[src/hdl/shift_jis_to_euc_jp_converter_core_defines.svh]
// ----------------------------------------------------------------------------
// shift-jis to euc-jp converter: assertion macros
// concurrent checks that compile away when SYNTHESIS is defined
// ----------------------------------------------------------------------------
`ifndef SHIFT_JIS_TO_EUC_JP_CONVERTER_CORE_DEFINES_SVH
`define SHIFT_JIS_TO_EUC_JP_CONVERTER_CORE_DEFINES_SVH

`ifndef SYNTHESIS

// property must hold at every edge out of reset
`define SJE_ASSERT(label, clk_s, rst_s, prop, msg) \
  label: assert property (@(posedge clk_s) disable iff (rst_s) (prop)) else $error(msg);

// consequent must hold in the cycle after the antecedent
`define SJE_ASSERT_NEXT(label, clk_s, rst_s, ante, cons, msg) \
  label: assert property (@(posedge clk_s) disable iff (rst_s) (ante) |=> (cons)) \
    else $error(msg);

`else

`define SJE_ASSERT(label, clk_s, rst_s, prop, msg)

`define SJE_ASSERT_NEXT(label, clk_s, rst_s, ante, cons, msg)

`endif

`endif

[src/hdl/sje_pkg.sv]
// ----------------------------------------------------------------------------
// sje_pkg
// types, byte constants and helpers shared by the converter modules
// ----------------------------------------------------------------------------
package sje_pkg;

  // byte codes
  localparam logic [7:0] SS2_CODE     = 8'h8e;
  localparam logic [7:0] ASCII_LIMIT  = 8'h80;
  localparam logic [7:0] LEAD1_LO     = 8'h81;
  localparam logic [7:0] LEAD1_HI     = 8'h9f;
  localparam logic [7:0] LEAD2_LO     = 8'he0;
  localparam logic [7:0] LEAD2_HI     = 8'hef;
  localparam logic [7:0] TRAIL_LO     = 8'h40;
  localparam logic [7:0] TRAIL_HI     = 8'hfc;
  localparam logic [7:0] TRAIL_LOW_HI = 8'h9e;
  localparam logic [7:0] TRAIL_GAP    = 8'h7f;
  localparam logic [7:0] ROW1_BASE    = 8'ha1;
  localparam logic [7:0] ROW2_BASE    = 8'hdf;
  localparam logic [7:0] CELL_LOW_ADD  = 8'h61;
  localparam logic [7:0] CELL_HIGH_ADD = 8'h02;

  // default depth of the job queue
  localparam int QUEUE_DEPTH = 2;

  // input word
  typedef struct packed {
    logic [7:0] in_byte;
    logic       end_of_text;
  } sje_in_t;

  // output word
  typedef struct packed {
    logic [7:0] out_byte;
    logic       run_last;
    logic       text_done;
  } sje_out_t;

  // job kinds handed from front to back
  typedef enum logic [1:0] {
    KIND_PASS = 2'd0,  // single byte as is
    KIND_ESC  = 2'd1,  // ss2 then byte
    KIND_PAIR = 2'd2,  // two-byte gr code
    KIND_BAD  = 2'd3   // ss2 lead ss2 trail
  } sje_kind_t;

  typedef struct packed {
    sje_kind_t  kind;
    logic [7:0] lead;
    logic [7:0] data;
    logic       last;
  } sje_job_t;

  // lead byte test
  function automatic logic is_lead(input logic [7:0] b);
    is_lead = ((b >= LEAD1_LO) && (b <= LEAD1_HI)) ||
              ((b >= LEAD2_LO) && (b <= LEAD2_HI));
  endfunction

  // index of the final output byte of a job
  function automatic logic [1:0] last_index(input sje_kind_t kind);
    unique case (kind)
      KIND_PASS: last_index = 2'd0;
      KIND_ESC:  last_index = 2'd1;
      KIND_PAIR: last_index = 2'd1;
      KIND_BAD:  last_index = 2'd3;
      default:   last_index = 2'd0;
    endcase
  endfunction

endpackage

[src/hdl/shift_jis_to_euc_jp_converter_core.sv]
// ----------------------------------------------------------------------------
// shift_jis_to_euc_jp_converter_core
// shift-jis byte stream in, euc-jp byte stream out
// ----------------------------------------------------------------------------
// One Shift-JIS byte is taken per up word and one EUC-JP byte leaves per dn
// word, zero to four per input byte, in order. The front end takes a byte
// every cycle while the job queue has room; a lead byte with no lead held
// and no end_of_text only sets the held lead and sends nothing. The back
// end sends one byte per cycle through its output register while dn is not
// stalled: a byte below 0x80 gives one byte, a valid pair or an escaped byte
// two and a pair with a bad trail four. A job waits in the queue and the
// current job register on its way to dn. run_last marks the last byte caused
// by an input word and text_done marks it when that word had end_of_text set.
// QueueDepth sets how many classified jobs may wait between the two ends.
// ----------------------------------------------------------------------------
module shift_jis_to_euc_jp_converter_core #(
  parameter int QueueDepth = sje_pkg::QUEUE_DEPTH
) (
  input  logic              clk,
  input  logic              rst,
  input  logic              up_valid,
  output logic              up_stall,
  input  sje_pkg::sje_in_t  up_word,
  output logic              dn_valid,
  input  logic              dn_stall,
  output sje_pkg::sje_out_t dn_word
);
  import sje_pkg::*;

  logic     push;
  logic     q_full;
  sje_job_t push_job;
  logic     pop;
  logic     q_valid;
  sje_job_t head;

  // classification
  sje_front u_front (
    .clk      (clk),
    .rst      (rst),
    .up_valid (up_valid),
    .up_stall (up_stall),
    .up_word  (up_word),
    .q_full   (q_full),
    .push     (push),
    .job      (push_job)
  );

  // job queue
  sje_queue #(
    .Depth (QueueDepth)
  ) u_queue (
    .clk      (clk),
    .rst      (rst),
    .push     (push),
    .push_job (push_job),
    .full     (q_full),
    .pop      (pop),
    .q_valid  (q_valid),
    .head     (head)
  );

  // byte output
  sje_back u_back (
    .clk      (clk),
    .rst      (rst),
    .q_valid  (q_valid),
    .head     (head),
    .pop      (pop),
    .dn_valid (dn_valid),
    .dn_stall (dn_stall),
    .dn_word  (dn_word)
  );

endmodule

[src/hdl/sje_front.sv]
// ----------------------------------------------------------------------------
// sje_front
// accepts input words, holds lead bytes and turns every other word into a job
// ----------------------------------------------------------------------------
`include "shift_jis_to_euc_jp_converter_core_defines.svh"

module sje_front (
  input  logic              clk,
  input  logic              rst,
  input  logic              up_valid,
  output logic              up_stall,
  input  sje_pkg::sje_in_t  up_word,
  input  logic              q_full,
  output logic              push,
  output sje_pkg::sje_job_t job
);
  import sje_pkg::*;

  logic       lead_waiting;
  logic       lead_waiting_next;
  logic [7:0] held_lead;
  logic       accept;
  logic       hold;
  logic [7:0] b;

  assign b        = up_word.in_byte;
  assign up_stall = q_full;
  assign accept   = up_valid & ~q_full;

  // a lead byte that does not end the text and follows no held lead is held back
  assign hold = ~lead_waiting & is_lead(b) & ~up_word.end_of_text;
  assign push = accept & ~hold;

  // classify
  always_comb begin
    job.lead = held_lead;
    job.data = b;
    job.last = up_word.end_of_text;
    priority if (lead_waiting) begin
      if ((b < TRAIL_LO) || (b > TRAIL_HI)) begin
        job.kind = KIND_BAD;
      end else begin
        job.kind = KIND_PAIR;
      end
    end else if (b < ASCII_LIMIT) begin
      job.kind = KIND_PASS;
    end else begin
      job.kind = KIND_ESC;
    end
  end

  // lead state
  always_comb begin
    lead_waiting_next = lead_waiting;
    if (accept) begin
      lead_waiting_next = hold;
    end
  end

  always_ff @(posedge clk) begin
    if (rst) begin
      lead_waiting <= 1'b0;
    end else begin
      lead_waiting <= lead_waiting_next;
    end
  end

  always_ff @(posedge clk) begin
    if (accept && hold) begin
      held_lead <= b;
    end
  end

  `SJE_ASSERT(a_held_is_lead, clk, rst, !lead_waiting || is_lead(held_lead), "held byte is not a lead byte")
  `SJE_ASSERT_NEXT(a_lead_taken, clk, rst, accept && hold, lead_waiting, "lead byte was not held")

endmodule

[src/hdl/sje_queue.sv]
// ----------------------------------------------------------------------------
// sje_queue
// short job queue between the front and back ends
// ----------------------------------------------------------------------------
`include "shift_jis_to_euc_jp_converter_core_defines.svh"

module sje_queue #(
  parameter int Depth = sje_pkg::QUEUE_DEPTH
) (
  input  logic              clk,
  input  logic              rst,
  input  logic              push,
  input  sje_pkg::sje_job_t push_job,
  output logic              full,
  input  logic              pop,
  output logic              q_valid,
  output sje_pkg::sje_job_t head
);
  import sje_pkg::*;

  localparam int PtrW = (Depth > 1) ? $clog2(Depth) : 1;
  localparam int CntW = $clog2(Depth + 1);

  sje_job_t          entries [Depth];
  logic [PtrW-1:0]   wr_ptr;
  logic [PtrW-1:0]   rd_ptr;
  logic [CntW-1:0]   count;
  logic [CntW-1:0]   count_next;
  logic              do_push;
  logic              do_pop;

  assign full    = (count == CntW'(Depth));
  assign q_valid = (count != '0);
  assign head    = entries[rd_ptr];
  assign do_push = push & ~full;
  assign do_pop  = pop & q_valid;

  // occupancy
  always_comb begin
    count_next = count;
    if (do_push && !do_pop) begin
      count_next = count + 1'b1;
    end else if (do_pop && !do_push) begin
      count_next = count - 1'b1;
    end
  end

  always_ff @(posedge clk) begin
    if (rst) begin
      wr_ptr <= '0;
      rd_ptr <= '0;
      count  <= '0;
    end else begin
      count <= count_next;
      if (do_push) begin
        wr_ptr <= (wr_ptr == PtrW'(Depth - 1)) ? '0 : wr_ptr + 1'b1;
      end
      if (do_pop) begin
        rd_ptr <= (rd_ptr == PtrW'(Depth - 1)) ? '0 : rd_ptr + 1'b1;
      end
    end
  end

  // storage
  always_ff @(posedge clk) begin
    if (do_push) begin
      entries[wr_ptr] <= push_job;
    end
  end

  `SJE_ASSERT(a_no_overflow, clk, rst, !(push && full), "push into a full queue")
  `SJE_ASSERT(a_count_range, clk, rst, count <= CntW'(Depth), "queue count out of range")

endmodule

[src/hdl/sje_back.sv]
// ----------------------------------------------------------------------------
// sje_back
// takes jobs from the queue and sends their euc-jp bytes one word at a time
// ----------------------------------------------------------------------------
`include "shift_jis_to_euc_jp_converter_core_defines.svh"

module sje_back (
  input  logic              clk,
  input  logic              rst,
  input  logic              q_valid,
  input  sje_pkg::sje_job_t head,
  output logic              pop,
  output logic              dn_valid,
  input  logic              dn_stall,
  output sje_pkg::sje_out_t dn_word
);
  import sje_pkg::*;

  sje_job_t   cur;
  logic       cur_valid;
  logic [1:0] idx;
  logic [1:0] cur_last;
  logic       out_free;
  logic       step;
  logic       finish;
  logic       take;
  logic [7:0] lead_off;
  logic [7:0] base;
  logic [7:0] adj;
  logic       low;
  logic [7:0] r1;
  logic [7:0] r2;
  logic [7:0] byte_sel;

  assign cur_last = last_index(cur.kind);
  assign out_free = ~dn_valid | ~dn_stall;
  assign step     = cur_valid & out_free;
  assign finish   = (idx == cur_last);
  assign take     = out_free & (~cur_valid | finish);
  assign pop      = take & q_valid;

  // pair conversion
  always_comb begin
    if (cur.lead <= LEAD1_HI) begin
      lead_off = cur.lead - LEAD1_LO;
      base     = {lead_off[6:0], 1'b0} + ROW1_BASE;
    end else begin
      lead_off = cur.lead - LEAD2_LO;
      base     = {lead_off[6:0], 1'b0} + ROW2_BASE;
    end
    low = (cur.data <= TRAIL_LOW_HI);
    adj = (cur.data > TRAIL_GAP) ? cur.data - 8'd1 : cur.data;
    r1  = base + {7'd0, ~low};
    r2  = low ? adj + CELL_LOW_ADD : cur.data + CELL_HIGH_ADD;
  end

  // byte for the current position
  always_comb begin
    unique case (cur.kind)
      KIND_PASS: byte_sel = cur.data;
      KIND_ESC:  byte_sel = (idx == 2'd0) ? SS2_CODE : cur.data;
      KIND_PAIR: byte_sel = (idx == 2'd0) ? r1 : r2;
      KIND_BAD: begin
        unique case (idx)
          2'd0:    byte_sel = SS2_CODE;
          2'd1:    byte_sel = cur.lead;
          2'd2:    byte_sel = SS2_CODE;
          2'd3:    byte_sel = cur.data;
          default: byte_sel = SS2_CODE;
        endcase
      end
      default:   byte_sel = cur.data;
    endcase
  end

  // current job and position
  always_ff @(posedge clk) begin
    if (rst) begin
      cur_valid <= 1'b0;
      idx       <= 2'd0;
    end else begin
      if (take) begin
        cur_valid <= q_valid;
        idx       <= 2'd0;
      end else if (step) begin
        idx <= idx + 2'd1;
      end
    end
  end

  always_ff @(posedge clk) begin
    if (pop) begin
      cur <= head;
    end
  end

  // output register
  always_ff @(posedge clk) begin
    if (rst) begin
      dn_valid <= 1'b0;
    end else if (out_free) begin
      dn_valid <= cur_valid;
    end
  end

  always_ff @(posedge clk) begin
    if (step) begin
      dn_word.out_byte  <= byte_sel;
      dn_word.run_last  <= finish;
      dn_word.text_done <= finish & cur.last;
    end
  end

  `SJE_ASSERT(a_idx_range, clk, rst, !cur_valid || (idx <= cur_last), "byte index past job end")

endmodule

[config.mk]
export PLATFORM = sky130hd
export DESIGN_NAME = shift_jis_to_euc_jp_converter_core
export DESIGN_NICKNAME = d
export VERILOG_FILES = /design/src/hdl/sje_pkg.sv /design/src/hdl/shift_jis_to_euc_jp_converter_core.sv /design/src/hdl/sje_front.sv /design/src/hdl/sje_queue.sv /design/src/hdl/sje_back.sv
export VERILOG_INCLUDE_DIRS = /design/src /design/src/hdl
export SDC_FILE = /design/constraint.sdc
export NUM_CORES = 1
export LEC_CHECK = 0
export BUFFER_PORTS_ARGS = -buffer_cell sky130_fd_sc_hd__buf_4
export CAP_MARGIN = 15
export CORE_MARGIN = 4
export CORE_UTILIZATION = 50
export CTS_BUF_LIST = sky130_fd_sc_hd__clkbuf_4
export DETAILED_ROUTE_END_ITERATION = 10
export PLACE_DENSITY = 0.67
export SYNTH_ARGS = -nofsm -noshare
export SYNTH_HDL_FRONTEND = slang
export SYNTH_HIERARCHICAL = 1
export SYNTH_SLANG_ARGS = --single-unit
[constraint.sdc]
create_clock -name clk -period 8.1 [get_ports clk]
set_input_delay 1.62 -clock clk [delete_from_list [all_inputs] [get_ports clk]]
set_output_delay 1.62 -clock clk [all_outputs]
set_load 0.05 [all_outputs]
After elaboration in Yosys (flattened, before gate mapping)
Memory sizes are Yosys's and may differ from the RTL's. A register that Yosys moved wholly into a read port is not among the register bits.
Cells that the tools add are included.

cells by class
  equality and inequality tests = 8
  $lt $le $gt $ge = 10
  muxes and demuxes = 17
  $add $sub $neg = 13
  bitwise logic cells = 20
  reductions and logical operators = 16

operators with widths
  cell                                                                  count
  8-bit 2-to-1 mux                                                      5
  8-bit less-or-equal comparator, second input constant                 4
  8-bit one-hot mux with 4 select lines                                 1
  8-bit one-hot mux with 3 select lines                                 1
  8-bit adder, second input constant                                    2
  8-bit >= comparator, second input constant                            2
  1-bit AND                                                             10
  2-bit == test, second input constant                                  5
  8-bit by 1-bit adder with 8-bit output                                1
  8-bit by 2-bit adder with 8-bit output, second input constant         1
  8-bit by 7-bit adder with 8-bit output, second input constant         1
  8-bit by 7-bit > comparator with 1-bit output, second input constant  1
  8-bit > comparator, second input constant                             1
  8-bit by 7-bit < comparator with 1-bit output, second input constant  1
  8-bit < comparator, second input constant                             1
  1-bit NOT                                                             8
  8-bit by 1-bit subtractor with 8-bit output, second input constant    1
  7-bit by 1-bit subtractor with 7-bit output, second input constant    1
  7-bit subtractor, second input constant                               1
  1-bit 2-to-1 mux                                                      6
  2-bit 2-to-1 mux                                                      3
  2-bit one-hot mux with 3 select lines                                 1
  2-bit OR reduction                                                    3
  1-bit logical AND                                                     5
  other kinds (10)                                                      18

word-level totals
  RAM bits = 38
  register bits = 27
  output and inout port bits = 12
  word-level logic and storage cells = 96
  memories kept = 1
  input port bits = 13

memory list
  memory           depth  width  read ports  clocked after memory_dff  wr ports  RTL line         text
  u_queue.entries  2      19     1           1                         1         sje_queue.sv:24  sje_job_t entries [Depth];

Longest topological paths before layout
Gate-level depths: netlist of run 1.

  word-level depth = 12
  mapped depth = 12
  depth with buffers taken out = 11

Modules after synthesis
Netlist of run 1, hierarchy kept.

modules (own cells, without submodules)
  module     seq. area each (um^2)  times used  cells each  area an instance (um^2)
  sje_back   950.9                  1           251         2467.4
  sje_queue  1241.2                 1           84          1587.8
  sje_front  260.2                  1           38          467.9

Worst setup path after synthesis of run 1
Ideal clock, no wire load.

  kind = in2reg
  start point = input dn_stall
  end point = register u_queue.count[1]
  path buffers = 0
  library setup time = 70 ps
  stages on the path = 7
  arrival time = 4001 ps
  slack = 4030 ps
  required time = 8030 ps
  cell sequence = nand2_1 nand2_1 a21oi_1 o21ai_0 ha_1 or3_1 a21oi_1

between the ends
  longest elaborated chain between the ends = 8
  elaborated cells on any way between the ends = 10
  classes of those cells = 1 x mux; 5 x bitwise; 4 x reduce/logical

RTL lines
  item                                                           RTL line                                  text
  start: declaration                                             shift_jis_to_euc_jp_converter_core.sv:25  input logic dn_stall,
  1-bit NOT *                                                    sje_back.sv:36                            assign out_free = ~dn_valid | ~dn_stall;
  1-bit bitwise OR *                                             sje_back.sv:36
  1-bit AND *                                                    sje_back.sv:39                            assign take = out_free & (~cur_valid | finish);
  1-bit AND *                                                    sje_back.sv:40                            assign pop = take & q_valid;
  named net pop                                                  shift_jis_to_euc_jp_converter_core.sv:33  logic pop;
  1-bit AND *                                                    sje_queue.sv:36                           assign do_pop = pop & q_valid;
  1-bit zero test                                                sje_queue.sv:41                           if (do_push && !do_pop) begin
  1-bit logical AND                                              sje_queue.sv:41
  2-bit 2-to-1 mux / 2-bit nonzero test (equally long branches)  --
  end signal: assignment                                         sje_queue.sv:54                           count <= count_next;
  end: declaration                                               sje_queue.sv:27                           logic [CntW-1:0] count;

The timed path passes the listed nets; every way through them passes the cells marked *.
A chain may end at the register's enable or synchronous reset.

Worst setup path after layout of run 1
Ends and elaborated chain as after synthesis.

==> results of run 1 <==
-- synth_stat cells, types with 3 or more instances --
cell      count  share of area
edfxtp_1     75           0.50
nor2_1       30          0.025
mux2_2       22          0.055
inv_1        20          0.017
nand2_1      20          0.017
xnor2_1      16          0.031
ha_1         15          0.041
buf_4        14          0.023
xor2_1       13          0.025
a21oi_1      12          0.013
o21ai_0      12          0.013
dfxtp_1      10          0.044
a31oi_1       6         0.0083
and2_1        5         0.0069
clkbuf_1      5         0.0041
nand2b_1      5         0.0069
nand3_1       5         0.0055
clkbuf_8      4          0.012
mux2i_1       4         0.0089
nor2b_1       4         0.0055
a22oi_1       3         0.0050
and3b_1       3         0.0058
nand4_1       3         0.0041
nor3b_1       3         0.0050
nor4_1        3         0.0041
o211ai_1      3         0.0050
o21a_1        3         0.0050
o21ai_1       3         0.0033
or3_1         3         0.0041
-- routing by layer --
metal	GRT usage	part of all wire
met1	0.195	0.46
met4	0.0518	0.016
met5	0	0
met3	0.0325	0.029
met2	0.261	0.50
-- worst max-delay path, stage by stage --
cell and delay, ps:
buf_4 110, nand2_1 110, nand2_1 90, a21oi_2 700, o21ai_0 360, ha_1 410, or3_1 350, a21oi_1 140
-- per-stage QoR --
| step | std cells | hold WS, ps |
|---|---|---|
| global route | 496 | 476 |
| floorplan | 373 | 421 |
| global placement | 480 | 426 |
| finish | 496 | 449 |
| CTS | 496 | 447 |
| detailed placement | 480 | 430 |
-- worst min-delay path by stage --
| stage | endpoint | cells past startpoint | from |
|---|---|---|---|
| 2_1_floorplan | u_queue/entries[0][10] | 0 | u_front/held_lead[1] |
| 3_5_place_dp | u_queue/entries[0][16] | 0 | u_front/held_lead[7] |
| 4_1_cts | u_queue/entries[0][16] | 0 | u_front/held_lead[7] |
| 6_report | u_queue/entries[0][16] | 0 | u_front/held_lead[7] |
| 5_1_grt | u_queue/entries[1][16] | 0 | u_front/held_lead[7] |
| 3_3_place_gp | u_queue/entries[0][16] | 0 | u_front/held_lead[7] |
-- final cells by class --
class / instances / area, sq um / area share
Inverter: 21 / 78.8 / 0.0164
Timing Repair Buffer: 25 / 188 / 0.0390
Tap cell: 108 / 135 / 0.0280
Multi-Input combinational cell: 241 / 1800 / 0.373
Clock inverter: 6 / 93.8 / 0.0195
Sequential cell: 85 / 2450 / 0.509
Clock buffer: 10 / 75.1 / 0.0156
-- flip-flops by register name (all words and copies together) (netlist names), named ones only --
signal / count
u_queue/entries: 38
u_back/cur: 19
u_back/dn_word: 10
u_front/held_lead: 8
u_back/idx: 2
u_queue/count: 2
u_back/cur_valid: 1
u_back/dn_valid: 1
u_front/lead_waiting: 1
u_queue/rd_ptr: 1
u_queue/wr_ptr: 1
-- report_power, final --
group | switching, mW | internal [mW] | leakage (nW)
sequential | 0.147 | 0.638 | 0.779
clock | 0.136 | 0.131 | 0.0876
combinational | 0.442 | 0.334 | 0.866
-- logic make-up (layout without fill, tap and decap cells) --
| family | count (synthesis) | after routing | synth area share |
|---|---|---|---|
| DFF | 85 | 85 | 0.542 |
| xor gates and xnor gates | 29 | 29 | 0.0562 |
| buffers and inverters | 47 | 62 | 0.0617 |
| muxes | 26 | 26 | 0.0636 |
| adders and majority gates | 15 | 15 | 0.0415 |
| and+or+nand+nor | 101 | 101 | 0.121 |
| AOI/OAI and AO/OA | 70 | 70 | 0.114 |
==> qor.csv, run 1 <==
stage,metric,value,unit
critical_path,path_max_fanout,20,
floorplanning,fp.dieW,103,um
timing,finalSetupViolCount,0,
logic_synthesis,synth.distinct_cells,70,
drt,ant_nets,0,
job,cap_viol_max_count,0,
timing,max_freq,282,MHz
clock_tree,cts_root_buf,clkbuf_4,
run_status,status,"finished, final reports clean",
logic_synthesis,postSynthAreaPerCell,12.1,sq um
final_layout,finalInstanceArea,4820,sq um
critical_path,rr_startpoint,u_back/cur[18],
floorplanning,start_util,0.516,
floorplanning,io_pins,25,
drt,wl,7550,um
logic_synthesis,ys.flop_type,edfxtp_1,
timing,finalCriticalPeriod,3540,ps
critical_path,setup.worst_path.end,u_queue/count[1],
clock_tree,cts.clk_slew.worst_paths,130,ps
logic_synthesis,synthArstFlopShare,0,
logic_synthesis,ys_seq_area_frac,0.542,
clock_tree,clk_path_buf_depth,2,
timing,rsz0062_at_grt,false,
drt,drtIter0Drc,96,
logic_synthesis,postSynthRegisterBits,85,
critical_path,reg2reg_slack,4660,ps
worst_hold_path,hp-class,reg2reg,
grt,antenna_found_initial,0,
clock_tree,htree_levels,3,
final_layout,final_nets,411,
grt,overflow,0,
grt,grt_first_pass_wirelength,12600,um
clock_tree,cts_tree,yes,
clock_tree,clock_sinks,85,
power_and_ir_drop,p_leak,1.73,nW
timing,worst_pin_slew,949,ps
placement,gp_congestion,0.836,
timing,hold_viol,0,
clock_tree,hold_buffers,0,
timing,final.setup.tns,0,ps
logic_synthesis,syn_area,4520,sq um
final_layout,fillers,742,
timing,slew_violations,0,
clock_tree,cts_resized,0,
final_layout,drive_gt1_frac,0.204,
final_layout,diodes,0,
clock_tree,clk-insertion-delay-late,410,ps
drt,wl_per_cell,15.2,um
clock_tree,cts_made_buffers,9,
critical_path,rr_endpoint,u_queue/count[1],
drt,drc,0,
logic_synthesis,yosysWarnings,6,
critical_path,startpoint_type,input port,
floorplanning,die_area,10600,sq um
critical_path,r2r_cells,9,
drt,drt_first_pass_iters,4,
placement,post-dp-hpwl,5450,um
critical_path,critPathKind,in2reg,
logic_synthesis,synth_fp_nets,401,
power_and_ir_drop,powerDensity,379,nW/um^2
grt,grt_pass1_vias,2660,
critical_path,cp.arrival,3900,ps
grt,track_usage,0.153,
timing,fin_crit_sh,0.437,
timing,setup_ws,4560,ps
critical_path,crit_start,dn_stall,
final_layout,syn_to_final_growth,6.53,%
placement,dp_slack,4090,ps
drt,vias,2737,
placement,portBuffers,24,
timing,clock_skew,22.5,ps
power_and_ir_drop,ir_drop,161,uV
logic_synthesis,synth_edf_count,75,
floorplanning,die_y,103,um
final_layout,layout_commonest_cell,edfxtp_1,
grt,grt_max_degree,21,
placement,placed_cell_area,4650,sq um
critical_path,required,8450,ps
final_layout,mostFrequentLayoutCells,"edfxtp_1, nor2_1, buf_4, mux2_2",
clock_tree,post_cts_buffers,0,
floorplanning,rows,34,
critical_path,end_kind,flop,
final_layout,final_core_util,0.550,
power_and_ir_drop,p_total,1.83,mW
timing,relSlewSlack,0.367,
floorplanning,coreArea,8760,sq um
drt,vias_per_cell,5.52,
logic_synthesis,synthCells,373,
Note: power is estimated with default switching activity, not from simulation.
==> inputs of run 2 (changes only) <==
Settings changed: ABC_AREA from default to 1, PLACE_DENSITY 0.67 to 0.7.
Clock period 8.1 ns to 2.9 ns, I/O delays scaled along.
==> run 2 against run 1 <==
  * Design area is 3.0% higher
  * Synthesized cell count rose by 19%
  * Hold slack worse by 140 ps
  * Final cell count rose by 16%
  * First-iteration DRC count up 41%
  * Sequential power grew to 2.7 times the previous value
  * Non-clock buffer count up 4
  * Global-route usage up 1.3 points
  * Sequential share of layout area is 1.5 points lower
  * Largest power group is now combinational cells
  * Highest routed layer unchanged
==> qor.csv, run 2 <==
stage,metric,value,unit,change
run_status,status,"finished, final reports clean",,unchanged
grt,grt_pass1_vias,2929,,"was 2,660"
final_layout,mostFrequentLayoutCells,"edfxtp_1, nand2_1, inv_1, nor2_1, buf_4",,"was edfxtp_1, nor2_1, buf_4, mux2_2"
placement,placed_cell_area,4810,sq um,was 4650 sq um
critical_path,startpoint_type,flop,,was input port
final_layout,largest_reg_flops,38,,unchanged
critical_path,path_max_fanout,13,,was 20
grt,grt_max_degree,23,,was 21
logic_synthesis,postSynthAreaPerCell,10.4,sq um,was 12.1 sq um
drt,wl_per_cell,15.0,um,was 15.2 um
power_and_ir_drop,p_leak,2.00,nW,was 1.73 nW
placement,gp_congestion,0.943,,was 0.836
logic_synthesis,synth_top_cell_area_share,0.488,,was 0.498
drt,ant_nets,0,,unchanged
clock_tree,clk-insertion-delay-late,440,ps,was 410 ps
placement,numPlacedInstances,561,,was 480
drt,wl,8640,um,was 7550 um
floorplanning,die_area,10800,sq um,"was 10,600 sq um"
drt,drtIter0Drc,135,,was 96
floorplanning,rows,34,,unchanged
final_layout,final_core_util,0.561,,was 0.550
grt,overflow,0,,unchanged
logic_synthesis,ys.flop_type,edfxtp_1,,unchanged
clock_tree,htree_levels,3,,unchanged
timing,finalSetupViolCount,0,,unchanged
placement,post-dp-hpwl,6570,um,was 5450 um
critical_path,required,3190,ps,was 8450 ps
logic_synthesis,postSynthRegisterBits,85,,unchanged
final_layout,final_nets,492,,was 411
final_layout,largestRegisters,"u_queue/entries (38), u_back/cur (19), u_back/dn_word (10)",,unchanged
timing,slew_violations,0,,unchanged
logic_synthesis,synthArstFlopShare,0,,unchanged
grt,grt_first_pass_wirelength,14400,um,"was 12,600 um"
drt,drc,0,,unchanged
logic_synthesis,synth_fp_nets,471,,was 401
final_layout,finalInstanceArea,4960,sq um,was 4820 sq um
logic_synthesis,yosysMostFrequentCell,edfxtp_1,,unchanged
floorplanning,io_pins,25,,unchanged
grt,antenna_found_initial,0,,unchanged
timing,finalCriticalPeriod,2570,ps,
critical_path,path_cells,"inv_1, ha_1, o21ai_2, nand2_2, clkinv_4, ha_1, inv_1, nor2_1, nand2_1, nor3b_1, a21oi_1, o21ai_0, nand3_1, a21oi_1",,"was buf_4, nand2_1, nand2_1, a21oi_2, o21ai_0, ha_1, or3_1, a21oi_1"
critical_path,end_kind,flop,,unchanged
timing,hold_slack,310,ps,was 449 ps
final_layout,syn_to_final_growth,7.59,%,was 6.53%
logic_synthesis,ys_seq_area_frac,0.532,,was 0.542
clock_tree,hold_buffers,0,,unchanged
final_layout,layout.cells.non_filler,577,,was 496
timing,fin_crit_sh,0.885,,
clock_tree,post_cts_buffers,0,,unchanged
floorplanning,coreArea,8850,sq um,was 8760 sq um
critical_path,critPathKind,reg2reg,,was in2reg
power_and_ir_drop,ir_drop,441,uV,was 161 uV
logic_synthesis,syn_area,4610,sq um,was 4520 sq um
placement,dp_slack,399,ps,was 4090 ps
clock_tree,cts_root_buf,clkbuf_4,,unchanged
critical_path,critPathSlowestCell,edfxtp_1,,was a21oi_2
logic_synthesis,synth_top_cell_by_area,edfxtp_1,,unchanged
logic_synthesis,synth_edf_count,75,,unchanged
timing,max_freq,390,MHz,
logic_synthesis,yosys-top-cells-area,"edfxtp_1, nand2_1, dfxtp_1, inv_1, ha_1",,"was edfxtp_1, mux2_2, dfxtp_1, ha_1, xnor2_1"
drt,vias_per_cell,5.20,,was 5.52
timing,clock_skew,29.1,ps,was 22.5 ps
clock_tree,clock_sinks,85,,unchanged
clock_tree,cts.clk_slew.worst_paths,160,ps,was 130 ps
drt,drt_first_pass_iters,4,,unchanged
clock_tree,clk_path_buf_depth,2,,unchanged
drt,vias,3000,,"was 2,737"
timing,setup_ws,334,ps,was 4560 ps
critical_path,critPathMaxStageDelay,520,ps,was 700 ps
power_and_ir_drop,powerDensity,1070,nW/um^2,was 379 nW/um^2
timing,rsz0062_at_grt,false,,unchanged
timing,relSlewSlack,0.513,,was 0.367
floorplanning,start_util,0.521,,was 0.516
timing,worst_pin_slew,727,ps,was 949 ps
placement,portBuffers,24,,unchanged
job,cap_viol_max_count,0,,unchanged
power_and_ir_drop,p_total,5.30,mW,was 1.83 mW
timing,final.setup.tns,0,ps,unchanged
timing,hold_viol,0,,unchanged
logic_synthesis,synthCells,443,,was 373
clock_tree,cts_resized,0,,unchanged
final_layout,drive_gt1_frac,0.222,,was 0.204
logic_synthesis,synth.distinct_cells,46,,was 70
logic_synthesis,yosysWarnings,6,,unchanged
final_layout,diodes,0,,unchanged
critical_path,cp.arrival,2860,ps,was 3900 ps
floorplanning,fp.dieW,104,um,was 103 um
grt,track_usage,0.167,,was 0.153
final_layout,largest_register,u_queue/entries,,unchanged
clock_tree,cts_made_buffers,9,,unchanged
worst_hold_path,hp-class,in2reg,,was reg2reg
floorplanning,die_y,104,um,was 103 um
clock_tree,cts_tree,yes,,unchanged
logic_synthesis,synthTopCellsByCount,"edfxtp_1, nand2_1, inv_1, nor2_1, nand3_1",,"was edfxtp_1, nor2_1, mux2_2, inv_1, nand2_1"
final_layout,layout_commonest_cell,edfxtp_1,,unchanged
-- run 2: path summary, 6_finish.rpt --
check / cells past startpoint / from / endpoint / slack [ps]
max: 14 / u_back/cur[1] / u_back/dn_word[8] / 330
min: 2 / rst / u_back/cur_valid / 310
max reg2reg: 14 / u_back/cur[1] / u_back/dn_word[8] / 330
min reg2reg: 0 / u_front/held_lead[1] / u_queue/entries[0][10] / 460
-- run 2: routing by layer --
metal,routed length (um),global-route usage,vias up
li1,-,-,1544
met1,3930,0.209,1380
met2,4200,0.283,62
met3,272,0.0341,14
met4,246,0.0646,0
met5,0,0,-
-- run 2: power breakdown --
group	internal (mW)	leakage [nW]	total, mW	switching, mW
clock network	0.215	0.0824	0.678	0.463
logic	0.881	1.14	2.49	1.61
registers	1.80	0.780	2.13	0.331
-- run 2: cell families (layout without fill, tap and decap cells) --
kind of cell	after synthesis	in the layout	share of synthesized area
buffers and inverters	80	106	0.0846
xor gates and xnor gates	12	12	0.0244
DFF	85	85	0.532
AOI/OAI and AO/OA	59	59	0.0762
muxes	19	19	0.0545
adders and majority gates	15	15	0.0407
and+or+nand+nor	173	173	0.188
-- run 2: cell type report --
type                    count  area, sq um
clock buffers               9         67.6
clock inverters             7         83.8
fillers                   774         3880
inverters                  61          234
multi-input cells         278         1770
flip-flops and latches     85         2450
well taps                 108          135
repair buffers             29          218
-- run 2: worst max-delay path: cells and delay by family, from the launching register on --
| kind | cells | cell delay, ps |
|---|---|---|
| flip-flops | 1 | 520 |
| AND/OR/NAND/NOR | 5 | 730 |
| AO/OA/AOI/OAI | 4 | 480 |
| adder cells (fa/ha/maj) | 2 | 400 |
| buffers and inverters | 3 | 300 |
